$ cat config.mk
export PLATFORM = sky130hd
export DESIGN_NAME = vmtb_lane
export DESIGN_NICKNAME = d
export VERILOG_FILES = /design/src/rtl/core/vmtb_pkg.sv /design/src/rtl/core/vmtb_lane.sv
export SDC_FILE = /design/constraint.sdc
export NUM_CORES = 2
export LEC_CHECK = 0
export ABC_AREA = 1
export CORE_MARGIN = 4
export CORE_UTILIZATION = 28
export DETAILED_ROUTE_END_ITERATION = 10
export DONT_BUFFER_PORTS = 1
export PLACE_DENSITY = 0.49
export SYNTH_ARGS = -nofsm -noshare
export SYNTH_HDL_FRONTEND = slang
export SYNTH_SLANG_ARGS = --single-unit
$ cat constraint.sdc
create_clock -name clk -period 24.1 [get_ports clk]
set_input_delay 1.205 -clock clk [delete_from_list [all_inputs] [get_ports clk]]
set_output_delay 1.205 -clock clk [all_outputs]
set_load 0.01 [all_outputs]
$ cat src/rtl/core/vmtb_pkg.sv
// Shared types and constants for the vertex morph-target blend unit.
// Used by vmtb_lane and vertex_morph_target_blend_unit; depends on nothing.
package vmtb_pkg;

  localparam int unsigned MAX_TARGETS = 6;
  localparam int unsigned NUM_WEIGHTS = 6;
  localparam int unsigned COORD_W     = 32;
  localparam int unsigned PROD_W      = 64;
  localparam int unsigned FRAC_BITS   = 16;
  localparam int unsigned TERM_W      = PROD_W - FRAC_BITS;
  localparam int unsigned ACC_W       = 52;
  localparam int unsigned SUM_W       = ACC_W + 1;
  localparam int unsigned INT_W       = SUM_W - FRAC_BITS;
  localparam int unsigned CFG_IDX_W   = 3;
  localparam int unsigned CFG_DATA_W  = 32;

  typedef enum logic [1:0] {
    FMT_UBYTE = 2'b00,
    FMT_SHORT = 2'b01,
    FMT_FIXED = 2'b10
  } elem_fmt_t;

  typedef enum logic {
    KIND_BASE   = 1'b0,
    KIND_TARGET = 1'b1
  } item_kind_t;

  localparam logic [CFG_IDX_W-1:0] CFG_TARGET_COUNT  = 3'd0;
  localparam logic [CFG_IDX_W-1:0] CFG_OUTPUT_FORMAT = 3'd1;
  localparam logic [CFG_IDX_W-1:0] CFG_WEIGHT_BASE   = 3'd2;

  typedef struct packed {
    logic s1_load;
    logic s1_is_base;
    logic base_load;
    logic s2_load;
    logic s2_start;
    logic acc_upd;
    logic s3_load;
    logic s4_load;
    logic out_load;
  } lane_ctl_t;

endpackage

$ cat src/rtl/core/vmtb_lane.sv
// Datapath for one coordinate of the blend pipeline: widen, weighted
// difference, accumulate, final sum and output conversion.
// Depends on vmtb_pkg; stage enables come from the top level.
module vmtb_lane (
  input  logic                     clk,
  input  vmtb_pkg::lane_ctl_t      ctl,
  input  logic [1:0]               in_fmt,
  input  logic signed [31:0]       coord,
  input  logic signed [31:0]       weight,
  input  logic [1:0]               out_fmt,
  output logic signed [31:0]       result
);
  import vmtb_pkg::*;

  logic signed [COORD_W-1:0] wide;
  logic signed [COORD_W-1:0] s1_coord_r;
  logic signed [COORD_W-1:0] base_r;
  logic signed [COORD_W:0]   diff;
  logic signed [PROD_W-1:0]  prod;
  logic signed [PROD_W-1:0]  s2_prod_r;
  logic signed [COORD_W-1:0] s2_base_r;
  logic signed [ACC_W-1:0]   acc_r;
  logic signed [ACC_W-1:0]   acc_nxt;
  logic signed [ACC_W-1:0]   s3_acc_r;
  logic signed [COORD_W-1:0] s3_base_r;
  logic signed [SUM_W-1:0]   sum;
  logic signed [SUM_W-1:0]   s4_sum_r;
  logic signed [INT_W-1:0]   int_floor;
  logic signed [INT_W-1:0]   int_trunc;
  logic signed [31:0]        result_nxt;
  logic signed [31:0]        result_r;

  always_comb begin
    unique case (in_fmt)
      FMT_UBYTE: wide = {8'd0, coord[7:0], 16'd0};
      FMT_SHORT: wide = {coord[15:0], 16'd0};
      default:   wide = coord;
    endcase
  end

  assign diff = {s1_coord_r[COORD_W-1], s1_coord_r} - {base_r[COORD_W-1], base_r};
  assign prod = diff * weight;

  always_comb begin
    if (ctl.s2_start) begin
      acc_nxt = '0;
    end else begin
      acc_nxt = acc_r
              + {{(ACC_W-TERM_W){s2_prod_r[PROD_W-1]}}, s2_prod_r[PROD_W-1:FRAC_BITS]}
              + {{(ACC_W-1){1'b0}}, s2_prod_r[FRAC_BITS-1]};
    end
  end

  assign sum = {{(SUM_W-COORD_W){s3_base_r[COORD_W-1]}}, s3_base_r}
             + {s3_acc_r[ACC_W-1], s3_acc_r};

  assign int_floor = s4_sum_r[SUM_W-1:FRAC_BITS];
  assign int_trunc = int_floor
                   + {{(INT_W-1){1'b0}},
                      (s4_sum_r[SUM_W-1] && (s4_sum_r[FRAC_BITS-1:0] != '0))};

  always_comb begin
    unique case (out_fmt)
      FMT_UBYTE: begin
        if (int_trunc[INT_W-1]) begin
          result_nxt = 32'sd0;
        end else if (int_trunc > 37'sd255) begin
          result_nxt = 32'sd255;
        end else begin
          result_nxt = int_trunc[31:0];
        end
      end
      FMT_SHORT: begin
        if (int_trunc < -37'sd32768) begin
          result_nxt = -32'sd32768;
        end else if (int_trunc > 37'sd32767) begin
          result_nxt = 32'sd32767;
        end else begin
          result_nxt = int_trunc[31:0];
        end
      end
      default: begin
        if (s4_sum_r < -53'sd2147483648) begin
          result_nxt = 32'h8000_0000;
        end else if (s4_sum_r > 53'sd2147483647) begin
          result_nxt = 32'h7FFF_FFFF;
        end else begin
          result_nxt = s4_sum_r[31:0];
        end
      end
    endcase
  end

  always_ff @(posedge clk) begin
    if (ctl.s1_load) begin
      s1_coord_r <= wide;
    end
    if (ctl.base_load) begin
      base_r <= s1_coord_r;
    end
    if (ctl.s2_load) begin
      s2_prod_r <= prod;
      s2_base_r <= ctl.s1_is_base ? s1_coord_r : base_r;
    end
    if (ctl.acc_upd) begin
      acc_r <= acc_nxt;
    end
    if (ctl.s3_load) begin
      s3_acc_r  <= acc_nxt;
      s3_base_r <= s2_base_r;
    end
    if (ctl.s4_load) begin
      s4_sum_r <= sum;
    end
    if (ctl.out_load) begin
      result_r <= result_nxt;
    end
  end

  assign result = result_r;

endmodule

; ---- Yosys cells after proc, flatten, opt, wreduce, memory -nomap -nowiden
; Index checks and enable logic that the tools add are counted.
; W data, S select, Z words.
[classes]
n_reduce_logical = 4
n_addsub = 5
mux = 10
eq_ne = 2
mul = 1
order_cmp = 5
[ops]
columns = op, count
row1 = $mux W32, 7
row2 = $pmux W32 S2, 2
row3 = $mul A33 B32 Y64, 1
row4 = $add A32 B52 Y53, 1
row5 = $gt A53 B32 Y1 const B, 1
row6 = $lt A53 B32 Y1 const B, 1
row7 = $add A52 B1 Y52, 1
row8 = $add A52 B52 Y52, 1
row9 = $mux W52, 1
row10 = $add A37 B1 Y37, 1
row11 = $gt A37 B16 Y1 const B, 1
row12 = $gt A37 B9 Y1 const B, 1
row13 = $lt A37 B16 Y1 const B, 1
row14 = $sub A32 B32 Y33, 1
row15 = $reduce_bool A16 Y1, 1
row16 = $eq A2 B1 Y1 const B, 2
row17 = $logic_not A2 Y1, 2
row18 = $logic_and A1 B1 Y1, 1
[word_totals]
in_bits = 78
output_inout_bits = 32
ff_bits = 381
wordCells = 36

; ---- Longest topological paths before layout
[depth]
depth_word = 7
ltp_mapped = 50
ltp_nobuf = 49

; ---- Least setup slack after synthesis
; No wires, ideal clock.
[synth_path]
path_type = flip-flop to flip-flop
start = register base_r[0]
end = register s2_prod_r[57] (data pin)
path_slack_ns = 15.358
setup_time_ns = 0.252
period_less_slack_ns = 8.742
path_stages_with_launch = 40
path_buffers = 1
arrival_time_ns = 8.490
required_ns = 23.848
path_cell_list = edfxtp_1 -> ha_1 -> fa_1 -> inv_1 -> nand3_1 -> nand2_1 -> nand2_1 -> nand2_1 -> nand2_1 -> nand2_1 -> nand2_1 -> nand2_1 -> nand2_1 -> nand2_1 -> inv_2 -> buf_2 -> nor2_1 -> inv_1 -> (+4 left out) -> fa_1 -> inv_1 -> fa_1 -> inv_1 -> fa_1 -> inv_1 -> fa_1 -> fa_1 -> inv_1 -> ha_1 -> nand2_1 -> nor2_1 -> inv_1 -> nor2_1 -> nand2_1 -> or3_1 -> nand3_1 -> nand2_1
[synth_via]
elab_chain_cells = 2
[synth_lines]
columns = item, line_no
row1 = "start, declared", vmtb_lane.sv:17  ; logic signed [COORD_W-1:0] base_r;
row2 = "start signal, assigned", vmtb_lane.sv:99  ; base_r <= s1_coord_r;
row3 = $sub A32 B32 Y33, vmtb_lane.sv:41  ; assign diff = {s1_coord_r[COORD_W-1], s1_coord_r} - {base_r[COORD_W-1], base_r};
row4 = $mul A33 B32 Y64, vmtb_lane.sv:42  ; assign prod = diff * weight;
row5 = net prod[57], vmtb_lane.sv:19  ; logic signed [PROD_W-1:0] prod;
row6 = "end signal, assigned", vmtb_lane.sv:102  ; s2_prod_r <= prod;
row7 = "end, declared", vmtb_lane.sv:20  ; logic signed [PROD_W-1:0] s2_prod_r;
; The timed path passes the listed nets, and every way through them passes these cells.
; A chain may end at the register's enable or synchronous reset.

; ---- Worst setup path after layout
[layout_path]
start = register s1_coord_r[0]
end = register s2_prod_r[63] (data pin)
[layout_via]
elab_chain_cells = 2
[layout_lines]
columns = item, line_no
row1 = "start, declared", vmtb_lane.sv:16  ; logic signed [COORD_W-1:0] s1_coord_r;
row2 = "start signal, assigned", vmtb_lane.sv:96  ; s1_coord_r <= wide;
row3 = $sub A32 B32 Y33, vmtb_lane.sv:41
row4 = $mul A33 B32 Y64, vmtb_lane.sv:42
row5 = net prod[63], vmtb_lane.sv:19
; The timed path passes the listed nets, and every way through them passes these cells.

==> metrics.txt <==
Mapped Cells=7095; Synthesis Warnings=0; TritonCTS clock tree=yes; DIE AREA=220700 um^2; setup violators final=0; Num Clock Sinks=366; FF-to-FF End=s2_prod_r[63]$_DFFE_PP_; headroom to the max-slew limit=21.43%; Final Cycle Share=44.39%; R2R Path Start=s1_coord_r[0]$_DFFE_PP_; TritonCTS buffer count=42; fmax=93.49 MHz; #FFs+latches synth=366; kind of critical path=reg -> reg; global route overflow=0; Max Slew Vio Count=0; Post-Syn Nets=8595; Synth async-reset ratio=0%; CTS root buf=clkbuf_16; Arr. time, crit path=11.03 ns; largest net degree at the start of global routing=85; area of the multi-input gates=41860 um^2; RSZ-0062 raised after global routing=no; initial core utilization=28.15%; Final Hold Viols=0; r2r setup slk=13.40 ns; Final min period=10.70 ns; Synth cell types=59; Worst Setup SP=s1_coord_r[0]$_DFFE_PP_; Post-DP HPWL=177.8 mm; DR DRC count=0; core area=212100 um^2; TritonRoute pass-1 iters=6; area grow syn2layout=7.628%; first-pass GRT wire length=323.3 mm; Critical Path End=s2_prod_r[63]$_DFFE_PP_; Post-CTS Setup Repair Bufs=0; maximum capacitance violations=0; Most common cell on crit path=nand2_1; mapped cell area=59700 um^2; Vias per Instance=4.782; final wirelength=214.0 mm; drt wl/cell=21.72 um; Worst Skew=0.02813 ns; final net count=8499; critical path endpoint category=flop; Post-synth EDFFs=366; vias in the first global route=50559; critical path peak fanout=18; Slew @ Worst Pin=1.177 ns; register area=10990 um^2; Synth Flop Type=edfxtp_1; layout cells sized above 1=3.129%; worst reg2reg path depth=40; row count=169; detailed-route via count=47116; Chip Width=469.8 um; Longest Clk Path Bufs=3; Ports=110; filler instances=22599; average size of a mapped cell=8.415 um^2; worst min path class=reg -> reg; Clock Pin Slew Worst Setup and Hold Paths=0.06 ns; Die Height=469.8 um; top cells by count, synth=inv_1 (1593), nand2_1 (1459), fa_1 (1106), nor2_1 (877), edfxtp_1 (366); worst skew pair latency=0.59 ns; CP peak stage delay=0.99 ns; Synth area leader=fa_1; Max stage delay cell, worst path=fa_1; final estimated routing congestion in global placement=0.9395; initial antenna violation count=3; Worst setup SP type=flop; run status=completed; Final TNS setup=0 ns; sequential fraction of the synthesis area=18.41%; top cells by area, synth=fa_1 (37%), edfxtp_1 (18%), inv_1 (10%), nand2_1 (9.2%), ha_1 (6.6%); gr usage total=19.30%; Antenna Violating Nets Remaining=0; Critical Path RT=24.43 ns; cells resized by post-CTS repair=0; Synth top area share=37.09%; CTS Hold Bufs=0; drt initial violations=3554; count leader, synth=inv_1; IO buf count=0; htree depth=2
[layer usage]
metal / global-route usage, % / up-vias / share of wire (%)
li1: - / 21224 / -
met1: 25.42 / 23982 / 42
met2: 32.49 / 1568 / 47
met3: 2.715 / 342 / 6.1
met4: 6.696 / 0 / 4.0
met5: 0 / - / 0
[layout make-up]
cell class,instances,share of cell area (%)
Tap cell,2821,5.493
Clock inverter,30,0.4303
Inverter,1612,9.417
Antenna cell,1,0.003894
Sequential cell,366,17.10
Clock buffer,46,1.659
Multi-Input combinational cell,4913,65.15
Timing Repair Buffer,64,0.7477
[cell families (layout without fill, tap and decap cells)]
family,count (synthesis),in the layout,synth area share [%]
simple gates,2689,2689,18.14
buf+inv,1816,1752,11.53
fa+ha+maj,1422,1422,43.71
compound gates,676,676,6.321
flops,366,366,18.41
xor+xnor,126,126,1.892
other cells,0,1,0
[state kept, by name (all words and copies together) (netlist names)]
signal and flops:
s4_sum_r 53, acc_r 52, s3_acc_r 52, s2_prod_r 49, base_r 32, result 32
s1_coord_r 32, s2_base_r 32, s3_base_r 32
[metrics by stage]
step / hold slack (ns) / area [um^2] / cells / utilization, % / setup WS, ns
floorplan: 0.4003 / 59700 / 7095 / - / 15.36
global placement: 0.4031 / 62910 / 9776 / 29.66 / 13.44
detailed placement: 0.4045 / 62910 / 9776 / 29.66 / 13.44
CTS: 0.4186 / 64250 / 9852 / 30.30 / 13.38
global route: 0.4226 / 64250 / 9852 / 30.30 / 12.69
finish: 0.4162 / 64260 / 9853 / 30.30 / 13.40
[critical path, delay by kind of cell (launching register included)]
kind	cells	cell delay, ns
AO/OA/AOI/OAI	5	1.29
adder cells (fa/ha/maj)	11	5.84
buffers and inverters	10	1.43
flip-flops	1	0.35
AND/OR/NAND/NOR	14	1.48
[cell usage in the layout, fill, tap and decap left out, types with 16 or more instances in the layout]
cell	n
nand2_2	19
nor3_1	36
nand2_1	1459
a21o_1	40
buf_4	64
inv_1	1593
edfxtp_1	366
nor2_1	877
ha_1	316
o21ai_0	245
nand4_1	35
a21oi_1	261
clkinv_1	16
nand3_1	175
xnor2_1	45
or2_2	19
clkbuf_16	42
o21bai_1	25
nor4_1	21
a31oi_1	47
xor2_1	78
fa_1	1106
[worst min-delay path by stage]
stage | startpoint | endpoint | slack, ns | cells past startpoint
floorplan | s2_base_r[0]$_DFFE_PP_ | s3_base_r[0]$_DFFE_PP_ | 0.40 | 0
finish | s2_base_r[16]$_DFFE_PP_ | s3_base_r[16]$_DFFE_PP_ | 0.42 | 0
CTS | s2_base_r[0]$_DFFE_PP_ | s3_base_r[0]$_DFFE_PP_ | 0.42 | 0
detailed placement | s2_base_r[16]$_DFFE_PP_ | s3_base_r[16]$_DFFE_PP_ | 0.40 | 0
global route | s2_base_r[15]$_DFFE_PP_ | s3_base_r[15]$_DFFE_PP_ | 0.42 | 0
global placement | s2_base_r[8]$_DFFE_PP_ | s3_base_r[8]$_DFFE_PP_ | 0.40 | 0
Power is not shown: default switching activity piles up to over one toggle a cycle in this logic, so the estimate is an artifact.
